[config.mk]
export PLATFORM = sky130hd
export DESIGN_NAME = retransmit_dedup_table_flat
export DESIGN_NICKNAME = d
export VERILOG_FILES = /design/src/sv/rdt_pkg.sv /design/src/sv/rdt_if.sv /design/src/sv/rdt_entry_mem.sv /design/src/sv/rdt_out_stage.sv /design/src/sv/rdt_seq.sv /design/src/sv/retransmit_dedup_table.sv /design/src/flat_wrapper.sv
export VERILOG_INCLUDE_DIRS = /design/src /design/src/sv
export SDC_FILE = /design/constraint.sdc
export NUM_CORES = 2
export LEC_CHECK = 0
export ABC_CLOCK_PERIOD_IN_PS = 29400
export BUFFER_PORTS_ARGS = -buffer_cell sky130_fd_sc_hd__clkbuf_2
export CAP_MARGIN = 15
export CORE_MARGIN = 4
export CORE_UTILIZATION = 40
export DETAILED_ROUTE_END_ITERATION = 8
export GPL_TIMING_DRIVEN = 1
export PLACE_DENSITY = 0.67
export SYNTH_ARGS = -nofsm -noshare
export SYNTH_HDL_FRONTEND = slang
export SYNTH_HIERARCHICAL = 1
export SYNTH_SLANG_ARGS = --single-unit
[constraint.sdc]
create_clock -name clk -period 29.4 [get_ports clk]
set_input_delay 4.41 -clock clk [delete_from_list [all_inputs] [get_ports clk]]
set_output_delay 4.41 -clock clk [all_outputs]
set_load 0.05 [all_outputs]
[src/sv/retransmit_dedup_table_defines.svh]
// Assertion macros shared by the retransmit dedup table RTL.
// Needs clk and rst_n in scope where a macro is used; no other dependencies.
`ifndef RETRANSMIT_DEDUP_TABLE_DEFINES_SVH
`define RETRANSMIT_DEDUP_TABLE_DEFINES_SVH
`ifndef SYNTH
`define RDT_ASSERT(lbl, cond, msg) \
  lbl: assert property (@(posedge clk) disable iff (!rst_n) (cond)) else $error(msg);
`define RDT_ASSERT_IMPL(lbl, ante, cons, msg) \
  lbl: assert property (@(posedge clk) disable iff (!rst_n) (ante) |-> (cons)) else $error(msg);
`define RDT_ASSERT_NEXT(lbl, ante, cons, msg) \
  lbl: assert property (@(posedge clk) disable iff (!rst_n) (ante) |=> (cons)) else $error(msg);
`else
`define RDT_ASSERT(lbl, cond, msg)
`define RDT_ASSERT_IMPL(lbl, ante, cons, msg)
`define RDT_ASSERT_NEXT(lbl, ante, cons, msg)
`endif
`endif

[src/sv/rdt_pkg.sv]
// Package for the retransmit dedup table: field widths, operation codes,
// sequencer states and the structs passed between modules. No dependencies.
`default_nettype none
package rdt_pkg;

  localparam int TAG_W   = 32;
  localparam int LOG_W   = 32;
  localparam int STAMP_W = 40;
  localparam int RSSI_W  = 8;
  localparam int GROUP_W = 16;
  localparam int OP_W    = 2;

  localparam logic [OP_W-1:0] OP_RECORD = 2'd0;
  localparam logic [OP_W-1:0] OP_TICK   = 2'd1;
  localparam logic [OP_W-1:0] OP_QUERY  = 2'd2;

  localparam logic KIND_RETX   = 1'b0;
  localparam logic KIND_ANSWER = 1'b1;

  typedef enum logic [1:0] {
    ST_IDLE,
    ST_SCAN,
    ST_FLUSH
  } state_t;

  typedef struct packed {
    logic [TAG_W-1:0]          tag;
    logic [LOG_W-1:0]          logger;
    logic [STAMP_W-1:0]        stamp;
    logic signed [RSSI_W-1:0]  rssi;
  } entry_t;

  typedef struct packed {
    logic                kind;
    logic                found;
    entry_t              data;
    logic [GROUP_W-1:0]  group;
    logic                last;
  } out_item_t;

  // Commands from the sequencer to the output stage.
  typedef struct packed {
    logic                push;
    logic                flush;
    logic                answer;
    logic                found;
    entry_t              data;
    logic [GROUP_W-1:0]  group;
  } out_ctl_t;

  typedef struct packed {
    logic can_push;
    logic out_free;
    logic hold_vld;
  } out_sts_t;

endpackage
`default_nettype wire

[src/sv/rdt_if.sv]
// Valid/ready channel interfaces for the retransmit dedup table.
// Depends on rdt_pkg for the field widths.
`default_nettype none
interface rdt_in_if;
  import rdt_pkg::*;
  logic                      valid;
  logic                      ready;
  logic [OP_W-1:0]           operation;
  logic [TAG_W-1:0]          tag_id;
  logic [LOG_W-1:0]          logger_id;
  logic [STAMP_W-1:0]        pickup_time;
  logic signed [RSSI_W-1:0]  rssi;

  modport source (output valid, operation, tag_id, logger_id, pickup_time, rssi,
                  input ready);
  modport sink   (input valid, operation, tag_id, logger_id, pickup_time, rssi,
                  output ready);
endinterface

interface rdt_out_if;
  import rdt_pkg::*;
  logic                      valid;
  logic                      ready;
  logic                      kind;
  logic                      found;
  logic [TAG_W-1:0]          out_tag_id;
  logic [LOG_W-1:0]          out_logger_id;
  logic [STAMP_W-1:0]        out_time;
  logic signed [RSSI_W-1:0]  out_rssi;
  logic [GROUP_W-1:0]        out_group;
  logic                      last;

  modport source (output valid, kind, found, out_tag_id, out_logger_id, out_time,
                  out_rssi, out_group, last, input ready);
  modport sink   (input valid, kind, found, out_tag_id, out_logger_id, out_time,
                  out_rssi, out_group, last, output ready);
endinterface
`default_nettype wire

[src/sv/rdt_entry_mem.sv]
// Entry store of the table: payload and retransmit count memories with
// registered read and per-entry valid bits. Depends on rdt_pkg.
`default_nettype none
module rdt_entry_mem #(
  parameter int DEPTH = 8,
  parameter int CNT_W = 2
) (
  input  wire logic                      clk,
  input  wire logic                      rst_n,
  input  wire logic [$clog2(DEPTH)-1:0]  wr_addr,
  input  wire logic                      wr_pay_en,
  input  wire logic                      wr_cnt_en,
  input  wire rdt_pkg::entry_t           wr_entry,
  input  wire logic [CNT_W-1:0]          wr_cnt,
  input  wire logic                      rd_en,
  input  wire logic [$clog2(DEPTH)-1:0]  rd_addr,
  output rdt_pkg::entry_t                rd_entry,
  output logic [CNT_W-1:0]               rd_cnt
);
  import rdt_pkg::*;

  entry_t            pay_mem [DEPTH];
  logic [CNT_W-1:0]  cnt_mem [DEPTH];
  logic [DEPTH-1:0]  vld_r, vld_nxt;
  entry_t            rd_entry_r;
  logic [CNT_W-1:0]  rd_cnt_r;

  always_ff @(posedge clk) begin
    if (wr_pay_en) begin
      pay_mem[wr_addr] <= wr_entry;
    end
    if (wr_cnt_en) begin
      cnt_mem[wr_addr] <= wr_cnt;
    end
  end

  // An entry never written since reset reads as all zero.
  always_ff @(posedge clk) begin
    if (rd_en) begin
      if (vld_r[rd_addr]) begin
        rd_entry_r <= pay_mem[rd_addr];
        rd_cnt_r   <= cnt_mem[rd_addr];
      end else begin
        rd_entry_r <= '0;
        rd_cnt_r   <= '0;
      end
    end
  end

  always_comb begin
    vld_nxt = vld_r;
    if (wr_pay_en) begin
      vld_nxt[wr_addr] = 1'b1;
    end
  end

  always_ff @(posedge clk) begin
    if (!rst_n) begin
      vld_r <= '0;
    end else begin
      vld_r <= vld_nxt;
    end
  end

  assign rd_entry = rd_entry_r;
  assign rd_cnt   = rd_cnt_r;

endmodule
`default_nettype wire

[src/sv/rdt_out_stage.sv]
// Output stage: a hold register for the newest retransmit item and the
// output register towards the result channel. Depends on rdt_pkg and rdt_if.
`default_nettype none
`include "retransmit_dedup_table_defines.svh"
module rdt_out_stage (
  input  wire logic               clk,
  input  wire logic               rst_n,
  input  wire rdt_pkg::out_ctl_t  ctl,
  output rdt_pkg::out_sts_t       sts,
  rdt_out_if.source               out_ch
);
  import rdt_pkg::*;

  logic       hold_vld_r, hold_vld_nxt;
  out_item_t  hold_r, hold_nxt;
  logic       out_vld_r, out_vld_nxt;
  out_item_t  out_item_r, out_item_nxt;
  logic       out_free;
  logic       out_load;

  assign out_free = !out_vld_r || out_ch.ready;
  // The held item is only known to be the last of its tick once the scan ends,
  // so it leaves with last clear when a newer item pushes it out.
  assign out_load = (ctl.push && hold_vld_r) || (ctl.flush && hold_vld_r) || ctl.answer;

  always_comb begin
    hold_vld_nxt = hold_vld_r;
    hold_nxt     = hold_r;
    out_item_nxt = out_item_r;
    out_vld_nxt  = out_vld_r && !out_ch.ready;
    if (ctl.push) begin
      if (hold_vld_r) begin
        out_item_nxt      = hold_r;
        out_item_nxt.last = 1'b0;
      end
      hold_vld_nxt   = 1'b1;
      hold_nxt.kind  = KIND_RETX;
      hold_nxt.found = 1'b0;
      hold_nxt.data  = ctl.data;
      hold_nxt.group = ctl.group;
      hold_nxt.last  = 1'b0;
    end else if (ctl.flush) begin
      if (hold_vld_r) begin
        out_item_nxt      = hold_r;
        out_item_nxt.last = 1'b1;
      end
      hold_vld_nxt = 1'b0;
    end else if (ctl.answer) begin
      out_item_nxt.kind  = KIND_ANSWER;
      out_item_nxt.found = ctl.found;
      out_item_nxt.data  = '0;
      out_item_nxt.group = '0;
      out_item_nxt.last  = 1'b1;
    end
    if (out_load) begin
      out_vld_nxt = 1'b1;
    end
  end

  always_ff @(posedge clk) begin
    if (!rst_n) begin
      hold_vld_r <= 1'b0;
      out_vld_r  <= 1'b0;
    end else begin
      hold_vld_r <= hold_vld_nxt;
      out_vld_r  <= out_vld_nxt;
    end
  end

  always_ff @(posedge clk) begin
    hold_r     <= hold_nxt;
    out_item_r <= out_item_nxt;
  end

  assign sts.can_push = !hold_vld_r || out_free;
  assign sts.out_free = out_free;
  assign sts.hold_vld = hold_vld_r;

  assign out_ch.valid         = out_vld_r;
  assign out_ch.kind          = out_item_r.kind;
  assign out_ch.found         = out_item_r.found;
  assign out_ch.out_tag_id    = out_item_r.data.tag;
  assign out_ch.out_logger_id = out_item_r.data.logger;
  assign out_ch.out_time      = out_item_r.data.stamp;
  assign out_ch.out_rssi      = out_item_r.data.rssi;
  assign out_ch.out_group     = out_item_r.group;
  assign out_ch.last          = out_item_r.last;

  `RDT_ASSERT_IMPL(a_load_needs_room, out_load, out_free, "output register overwritten")
  `RDT_ASSERT_IMPL(a_answer_no_hold, ctl.answer, !hold_vld_r, "answer while a retransmit is held")
  `RDT_ASSERT_NEXT(a_flush_marks_last, ctl.flush && hold_vld_r, out_vld_r && out_item_r.last,
                   "flushed item not marked last")

endmodule
`default_nettype wire

[src/sv/rdt_seq.sv]
// Sequencer: takes input items, writes records, and steps the shared slot
// compare over the entry store for ticks and queries. Depends on rdt_pkg.
`default_nettype none
`include "retransmit_dedup_table_defines.svh"
module rdt_seq #(
  parameter int DEPTH            = 8,
  parameter int RETRANSMIT_COUNT = 3,
  parameter int CNT_W            = 2
) (
  input  wire logic                          clk,
  input  wire logic                          rst_n,
  input  wire logic                          in_valid,
  output logic                               in_ready,
  input  wire logic [rdt_pkg::OP_W-1:0]      in_op,
  input  wire rdt_pkg::entry_t               in_entry,
  input  wire logic                          cfg_we,
  input  wire logic [rdt_pkg::GROUP_W-1:0]   cfg_wdata,
  output logic [$clog2(DEPTH)-1:0]           mem_wr_addr,
  output logic                               mem_wr_pay_en,
  output logic                               mem_wr_cnt_en,
  output rdt_pkg::entry_t                    mem_wr_entry,
  output logic [CNT_W-1:0]                   mem_wr_cnt,
  output logic                               mem_rd_en,
  output logic [$clog2(DEPTH)-1:0]           mem_rd_addr,
  input  wire rdt_pkg::entry_t               mem_rd_entry,
  input  wire logic [CNT_W-1:0]              mem_rd_cnt,
  output rdt_pkg::out_ctl_t                  out_ctl,
  input  wire rdt_pkg::out_sts_t             out_sts
);
  import rdt_pkg::*;

  localparam int AW = $clog2(DEPTH);
  localparam logic [AW-1:0] LAST_SLOT = AW'(DEPTH - 1);

  state_t              state_r, state_nxt;
  logic [OP_W-1:0]     op_r, op_nxt;
  entry_t              key_r, key_nxt;
  logic [AW-1:0]       chk_idx_r, chk_idx_nxt;
  logic                found_r, found_nxt;
  logic [AW-1:0]       wslot_r, wslot_nxt;
  logic [GROUP_W-1:0]  logger_group_r, logger_group_nxt;

  logic accept;
  logic chk_last;
  logic match;
  logic emit;
  logic stall;

  assign in_ready = (state_r == ST_IDLE);
  assign accept   = in_valid && in_ready;
  assign chk_last = (chk_idx_r == LAST_SLOT);
  // The one compare unit: the slot in the registered read output against the query keys.
  assign match    = (mem_rd_entry == key_r);
  assign emit     = (op_r == OP_TICK) && (mem_rd_cnt != '0);
  assign stall    = emit && !out_sts.can_push;

  assign logger_group_nxt = cfg_we ? cfg_wdata : logger_group_r;

  always_comb begin
    state_nxt     = state_r;
    op_nxt        = op_r;
    key_nxt       = key_r;
    chk_idx_nxt   = chk_idx_r;
    found_nxt     = found_r;
    wslot_nxt     = wslot_r;
    mem_wr_addr   = chk_idx_r;
    mem_wr_pay_en = 1'b0;
    mem_wr_cnt_en = 1'b0;
    mem_wr_entry  = in_entry;
    mem_wr_cnt    = mem_rd_cnt - 1'b1;
    mem_rd_en     = 1'b0;
    mem_rd_addr   = chk_idx_r + 1'b1;
    out_ctl       = '0;
    out_ctl.data  = mem_rd_entry;
    out_ctl.group = logger_group_r;
    out_ctl.found = found_r;

    case (state_r)
      ST_IDLE: begin
        if (accept) begin
          case (in_op)
            OP_RECORD: begin
              // The pointer moves before the write, so the first record
              // after reset lands in slot one.
              wslot_nxt     = (wslot_r == LAST_SLOT) ? '0 : wslot_r + 1'b1;
              mem_wr_addr   = wslot_nxt;
              mem_wr_pay_en = 1'b1;
              mem_wr_cnt_en = 1'b1;
              mem_wr_cnt    = CNT_W'(RETRANSMIT_COUNT);
            end
            OP_TICK, OP_QUERY: begin
              op_nxt      = in_op;
              key_nxt     = in_entry;
              chk_idx_nxt = '0;
              found_nxt   = 1'b0;
              mem_rd_en   = 1'b1;
              mem_rd_addr = '0;
              state_nxt   = ST_SCAN;
            end
            default: begin
            end
          endcase
        end
      end
      ST_SCAN: begin
        if (!stall) begin
          if (emit) begin
            mem_wr_cnt_en = 1'b1;
            out_ctl.push  = 1'b1;
          end
          if ((op_r == OP_QUERY) && match) begin
            found_nxt = 1'b1;
          end
          if (chk_last) begin
            state_nxt = ST_FLUSH;
          end else begin
            mem_rd_en   = 1'b1;
            chk_idx_nxt = chk_idx_r + 1'b1;
          end
        end
      end
      ST_FLUSH: begin
        if (op_r == OP_QUERY) begin
          if (out_sts.out_free) begin
            out_ctl.answer = 1'b1;
            state_nxt      = ST_IDLE;
          end
        end else if (!out_sts.hold_vld) begin
          state_nxt = ST_IDLE;
        end else if (out_sts.out_free) begin
          out_ctl.flush = 1'b1;
          state_nxt     = ST_IDLE;
        end
      end
      default: begin
        state_nxt = ST_IDLE;
      end
    endcase
  end

  always_ff @(posedge clk) begin
    if (!rst_n) begin
      state_r        <= ST_IDLE;
      wslot_r        <= '0;
      logger_group_r <= '0;
    end else begin
      state_r        <= state_nxt;
      wslot_r        <= wslot_nxt;
      logger_group_r <= logger_group_nxt;
    end
  end

  always_ff @(posedge clk) begin
    op_r      <= op_nxt;
    key_r     <= key_nxt;
    chk_idx_r <= chk_idx_nxt;
    found_r   <= found_nxt;
  end

  `RDT_ASSERT_IMPL(a_wb_in_scan, mem_wr_cnt_en && !mem_wr_pay_en, state_r == ST_SCAN,
                   "count write back outside a scan")
  `RDT_ASSERT_NEXT(a_scan_step, (state_r == ST_SCAN) && !stall && !chk_last,
                   (state_r == ST_SCAN) && (chk_idx_r == $past(chk_idx_r) + 1'b1),
                   "scan did not advance by one slot")
  `RDT_ASSERT_IMPL(a_push_has_room, out_ctl.push, out_sts.can_push,
                   "retransmit pushed into a full output stage")

endmodule
`default_nettype wire

[src/sv/retransmit_dedup_table.sv]
// Retransmit dedup table, top level. A record is written as it is accepted.
// A tick or a query has a start step, then steps through every slot in turn
// through the shared compare over the registered memory read port, then a
// closing step; output stalls hold it. Results leave through an output register.
// Reset (rst_n, synchronous, active low) clears the valid bits, the write
// pointer and the group register at once; there is no clearing pass.
`default_nettype none
module retransmit_dedup_table #(
  parameter int DEPTH            = 8,
  parameter int RETRANSMIT_COUNT = 3
) (
  input  wire logic                         clk,
  input  wire logic                         rst_n,
  input  wire logic                         cfg_we,
  input  wire logic [rdt_pkg::GROUP_W-1:0]  cfg_wdata,
  rdt_in_if.sink                            in_ch,
  rdt_out_if.source                         out_ch
);
  import rdt_pkg::*;

  localparam int AW    = $clog2(DEPTH);
  localparam int CNT_W = $clog2(RETRANSMIT_COUNT + 1);

  entry_t            in_entry;
  logic [AW-1:0]     mem_wr_addr;
  logic              mem_wr_pay_en;
  logic              mem_wr_cnt_en;
  entry_t            mem_wr_entry;
  logic [CNT_W-1:0]  mem_wr_cnt;
  logic              mem_rd_en;
  logic [AW-1:0]     mem_rd_addr;
  entry_t            mem_rd_entry;
  logic [CNT_W-1:0]  mem_rd_cnt;
  out_ctl_t          out_ctl;
  out_sts_t          out_sts;

  assign in_entry.tag    = in_ch.tag_id;
  assign in_entry.logger = in_ch.logger_id;
  assign in_entry.stamp  = in_ch.pickup_time;
  assign in_entry.rssi   = in_ch.rssi;

  rdt_seq #(
    .DEPTH            (DEPTH),
    .RETRANSMIT_COUNT (RETRANSMIT_COUNT),
    .CNT_W            (CNT_W)
  ) u_seq (
    .clk           (clk),
    .rst_n         (rst_n),
    .in_valid      (in_ch.valid),
    .in_ready      (in_ch.ready),
    .in_op         (in_ch.operation),
    .in_entry      (in_entry),
    .cfg_we        (cfg_we),
    .cfg_wdata     (cfg_wdata),
    .mem_wr_addr   (mem_wr_addr),
    .mem_wr_pay_en (mem_wr_pay_en),
    .mem_wr_cnt_en (mem_wr_cnt_en),
    .mem_wr_entry  (mem_wr_entry),
    .mem_wr_cnt    (mem_wr_cnt),
    .mem_rd_en     (mem_rd_en),
    .mem_rd_addr   (mem_rd_addr),
    .mem_rd_entry  (mem_rd_entry),
    .mem_rd_cnt    (mem_rd_cnt),
    .out_ctl       (out_ctl),
    .out_sts       (out_sts)
  );

  rdt_entry_mem #(
    .DEPTH (DEPTH),
    .CNT_W (CNT_W)
  ) u_mem (
    .clk       (clk),
    .rst_n     (rst_n),
    .wr_addr   (mem_wr_addr),
    .wr_pay_en (mem_wr_pay_en),
    .wr_cnt_en (mem_wr_cnt_en),
    .wr_entry  (mem_wr_entry),
    .wr_cnt    (mem_wr_cnt),
    .rd_en     (mem_rd_en),
    .rd_addr   (mem_rd_addr),
    .rd_entry  (mem_rd_entry),
    .rd_cnt    (mem_rd_cnt)
  );

  rdt_out_stage u_out (
    .clk    (clk),
    .rst_n  (rst_n),
    .ctl    (out_ctl),
    .sts    (out_sts),
    .out_ch (out_ch)
  );

endmodule
`default_nettype wire

[src/flat_wrapper.sv]
// flat-port wrapper written by rule: the top's interface ports become plain ports
module retransmit_dedup_table_flat import rdt_pkg::*;
#(
  parameter int DEPTH            = 8,
  parameter int RETRANSMIT_COUNT = 3
)
  (clk, rst_n, cfg_we, cfg_wdata, in_ch_valid, in_ch_operation, in_ch_tag_id, in_ch_logger_id, in_ch_pickup_time, in_ch_rssi, in_ch_ready, out_ch_valid, out_ch_kind, out_ch_found, out_ch_out_tag_id, out_ch_out_logger_id, out_ch_out_time, out_ch_out_rssi, out_ch_out_group, out_ch_last, out_ch_ready);
  rdt_in_if in_ch_i ();
  rdt_out_if out_ch_i ();
  input  wire logic clk;
  input  wire logic rst_n;
  input  wire logic cfg_we;
  input  wire logic [rdt_pkg::GROUP_W-1:0] cfg_wdata;
  input wire logic [$bits(in_ch_i.valid)-1:0] in_ch_valid;
  input wire logic [$bits(in_ch_i.operation)-1:0] in_ch_operation;
  input wire logic [$bits(in_ch_i.tag_id)-1:0] in_ch_tag_id;
  input wire logic [$bits(in_ch_i.logger_id)-1:0] in_ch_logger_id;
  input wire logic [$bits(in_ch_i.pickup_time)-1:0] in_ch_pickup_time;
  input wire logic [$bits(in_ch_i.rssi)-1:0] in_ch_rssi;
  output wire logic [$bits(in_ch_i.ready)-1:0] in_ch_ready;
  output wire logic [$bits(out_ch_i.valid)-1:0] out_ch_valid;
  output wire logic [$bits(out_ch_i.kind)-1:0] out_ch_kind;
  output wire logic [$bits(out_ch_i.found)-1:0] out_ch_found;
  output wire logic [$bits(out_ch_i.out_tag_id)-1:0] out_ch_out_tag_id;
  output wire logic [$bits(out_ch_i.out_logger_id)-1:0] out_ch_out_logger_id;
  output wire logic [$bits(out_ch_i.out_time)-1:0] out_ch_out_time;
  output wire logic [$bits(out_ch_i.out_rssi)-1:0] out_ch_out_rssi;
  output wire logic [$bits(out_ch_i.out_group)-1:0] out_ch_out_group;
  output wire logic [$bits(out_ch_i.last)-1:0] out_ch_last;
  input wire logic [$bits(out_ch_i.ready)-1:0] out_ch_ready;
  assign in_ch_i.valid = in_ch_valid;
  assign in_ch_i.operation = in_ch_operation;
  assign in_ch_i.tag_id = in_ch_tag_id;
  assign in_ch_i.logger_id = in_ch_logger_id;
  assign in_ch_i.pickup_time = in_ch_pickup_time;
  assign in_ch_i.rssi = in_ch_rssi;
  assign in_ch_ready = in_ch_i.ready;
  assign out_ch_valid = out_ch_i.valid;
  assign out_ch_kind = out_ch_i.kind;
  assign out_ch_found = out_ch_i.found;
  assign out_ch_out_tag_id = out_ch_i.out_tag_id;
  assign out_ch_out_logger_id = out_ch_i.out_logger_id;
  assign out_ch_out_time = out_ch_i.out_time;
  assign out_ch_out_rssi = out_ch_i.out_rssi;
  assign out_ch_out_group = out_ch_i.out_group;
  assign out_ch_last = out_ch_i.last;
  assign out_ch_i.ready = out_ch_ready;
  retransmit_dedup_table #(.DEPTH(DEPTH), .RETRANSMIT_COUNT(RETRANSMIT_COUNT)) u_core (.clk(clk), .rst_n(rst_n), .cfg_we(cfg_we), .cfg_wdata(cfg_wdata), .in_ch(in_ch_i), .out_ch(out_ch_i));
endmodule
==> flow_metrics.env <==
export IMPL_outcome="finished clean"
export IMPL_synthCells=2673
export IMPL_fmax_ghz=0.118
export IMPL_cts_htree_levels=4
export IMPL_cts_root_buf="clkbuf_16"
export IMPL_initial_core_util_pct=40.3
export IMPL_cts_resized=0
export IMPL_antenna_found_initial=45
export IMPL_core_sq_um=136000
export IMPL_vias=24800
export IMPL_clock_latency_ns=0.76
export IMPL_synth_area_leaders="edfxtp_1, mux4_2, buf_4"
export IMPL_ioPinCount=268
export IMPL_crit_required_ns=29.87
export IMPL_finalPower_mw=4.52
export IMPL_endpoint_kind="flip-flop"
export IMPL_drive_gt1_share_pct=26.5
export IMPL_skew_ns=0.0230
export IMPL_ir_drop_mv=0.0550
export IMPL_synth_edf_count=1403
export IMPL_first_pass_iters=7
export IMPL_via_per_inst=5.23
export IMPL_ys_flop_type="edfxtp_1"
export IMPL_grt_pass1_vias=24700
export IMPL_powerDensity_nw_per_um2=73.6
export IMPL_cpPeakStageDelay_ns=0.74
export IMPL_fin_util_pct=45.3
export IMPL_period_minus_slack_ns=8.45
export IMPL_cts_buffers=149
export IMPL_cts_tree="yes"
export IMPL_worstHoldPathType="flip-flop to flip-flop"
export IMPL_netlist_area_sq_um=54700
export IMPL_drc=0
export IMPL_yosysMostFrequentCell="edfxtp_1"
export IMPL_grt_first_pass_wirelength_um=179000
export IMPL_synth_async_reset_ratio_pct=0
export IMPL_chipWidth_um=378
export IMPL_synthDominantCellAreaShare_pct=77.0
export IMPL_place_gp_congestion=0.816
export IMPL_hold_violations=0
export IMPL_finalCritPeriodShare_pct=28.8
export IMPL_synth_top_cell_by_area="edfxtp_1"
export IMPL_antenna_left=0
export IMPL_critPathTopFamily="buffers and inverters"
export IMPL_die_area_sq_um=143000
export IMPL_row_count=135
export IMPL_path_max_fanout=46
export IMPL_crit_slowest_cell="buf_4"
export IMPL_ys_types=49
export IMPL_cpMostUsedCell="buf_4"
export IMPL_finalNetCount=2956
export IMPL_worst_pin_slew_ns=1.09
export IMPL_wl_per_cell_um=26.4
export IMPL_ys_top_cells_by_count="edfxtp_1, buf_4, mux4_2, nor2b_1, nor2_1"
export IMPL_area_growth_pct=12.3
export IMPL_leakagePower_nw=20.3
export IMPL_syn_area_per_cell_sq_um=20.5
export IMPL_setup_tns_ns=0
export IMPL_cp_num_buf_inv=5
export IMPL_dp_cells=4444
export IMPL_routed_wl_um=125000
export IMPL_cts_path_max_buffers=3
export IMPL_track_usage_pct=17.5
export IMPL_drtIter0Drc=2427
export IMPL_arrival_ns=8.92
export IMPL_ys_ff_latch=1434
export IMPL_die_y_um=378
export IMPL_dp_hpwl_um=75300
export IMPL_yosysWarningCount=6
export IMPL_cts_sinks=1434
export IMPL_setup_violations=0
export IMPL_clk_pin_slew_ns=0.06
export IMPL_worst_setup_path_type="primary input to flip-flop"
export IMPL_fin_cells=4732
export IMPL_slew_viol_final=0
export IMPL_rsz0062_at_grt="no"
export IMPL_grt_start_max_net_pins=166
export IMPL_crit_chain="clkbuf_2 > inv_1 > ha_1 > and3_4 > nor2_4 > buf_4 > mux4_2 > mux2i_4 > buf_4 > buf_4 > nor2_1"
export IMPL_max_slew_margin_rel_pct=27.5
export IMPL_postCtsSetupBuffers=0
export IMPL_syn_nets=2814
export IMPL_io_buffers=267
export IMPL_yosysSeqAreaShare_pct=78.1
export IMPL_cts_hold_fix_buffers=0
export IMPL_start_kind="primary input"
export IMPL_overflow=0
export IMPL_drv_cap=0
state kept, by name, indices dropped and copies added, names as in the netlist:
name                               cells
u_core/u_mem/pay_mem                 896
u_core/u_out/hold_r                  128
u_core/u_mem/rd_entry                112
u_core/u_seq/key_r                   112
u_core/u_out/out_ch.out_time          40
u_core/u_out/out_ch.out_logger_id     32
u_core/u_out/out_ch.out_tag_id        32
u_core/u_mem/cnt_mem                  16
u_core/u_out/out_ch.out_group         16
u_core/u_seq/logger_group_r           16
u_core/u_mem/vld_r                     8
u_core/u_out/out_ch.out_rssi           8
u_core/u_seq/chk_idx_r                 3
u_core/u_seq/wslot_r                   3
u_core/u_mem/rd_cnt                    2
u_core/u_seq/op_r                      2
u_core/u_seq/state_r                   2
u_core/u_out/hold_vld_r                1
u_core/u_out/out_ch.found              1
u_core/u_out/out_ch.kind               1
u_core/u_out/out_ch.last               1
u_core/u_out/out_ch.valid              1
u_core/u_seq/found_r                   1
path summary, 6_finish.rpt:
check                                 startpoint                        end  slack, ns  depth (start not counted)
hold / removal    u_core/u_seq/logger_group_r[0]     u_core/u_out/hold_r[1]       0.43                          0
setup / recovery              in_ch_operation[0]  u_core/u_mem/rd_entry[23]      20.95                         11
hold reg to reg   u_core/u_seq/logger_group_r[0]     u_core/u_out/hold_r[1]       0.43                          0
setup reg to reg         u_core/u_seq/state_r[1]  u_core/u_mem/rd_entry[23]      24.36                          9
per-stage QoR:
step                worst slack [ns]  hold WS [ns]  instance area (sq um)
floorplan                      12.00         0.408                  54700
CTS                            20.95         0.429                  61400
detailed placement             20.15         0.415                  56600
finish                         20.95         0.428                  61400
global placement               20.21         0.409                  56600
global route                   20.76         0.437                  61400
final cells by class:
class / count / area [sq um]
inverter: 46 / 173
clock buffer: 182 / 3850
fill: 11200 / 74200
timing repair buffer: 315 / 1720
clock inverter: 86 / 926
antenna: 19 / 47.5
multi-input combinational: 869 / 9740
sequential: 1434 / 42800
tap: 1781 / 2230
cells by family (layout without fill, tap and decap cells):
kind of cell	Yosys count	after routing	share of synthesized area, %
compound gates	59	59	0.823
xor+xnor	75	75	1.20
fa+ha+maj	6	6	0.137
buf+inv	370	629	4.30
flops	1434	1434	78.1
mux	361	361	11.9
other cells	0	19	0
simple gates	368	368	3.55
where the power goes:
part	leakage [nW]	internal (mW)	switching, mW	total (mW)
registers	13.2	2.30	0.0268	2.33
logic	4.73	0.153	0.209	0.361
clock network	2.32	1.06	0.777	1.83
total	20.3	3.51	1.01	4.52
layer usage:
metal,up-vias,track usage [%],wire length (um)
met5,-,0,169
met4,26,4.84,2770
met3,197,5.20,11400
met2,1017,27.0,58600
met1,12900,24.2,52200
li1,10600,-,-
layout by cell type (no fill, tap or decap), drive strengths merged, types with 5 or more instances in the layout:
cell type	netlist	routed
nand2	20	20
inv	46	56
o22ai	13	13
o2bb2ai	7	7
nor2b	150	150
nand4	13	13
a21o	5	5
edfxtp	1403	1403
diode	0	19
clkbuf	21	449
bufinv	0	13
xor2	47	47
a221oi	6	6
a22oi	7	7
mux4	230	230
nor3	5	5
nor2	134	134
clkinvlp	0	5
ha	6	6
nand2b	10	10
o21a	10	10
dfxtp	31	31
nor4	18	18
clkinv	0	58
buf	303	48
mux2i	131	131
xnor2	28	28
Power figures use the tool's default switching activity.
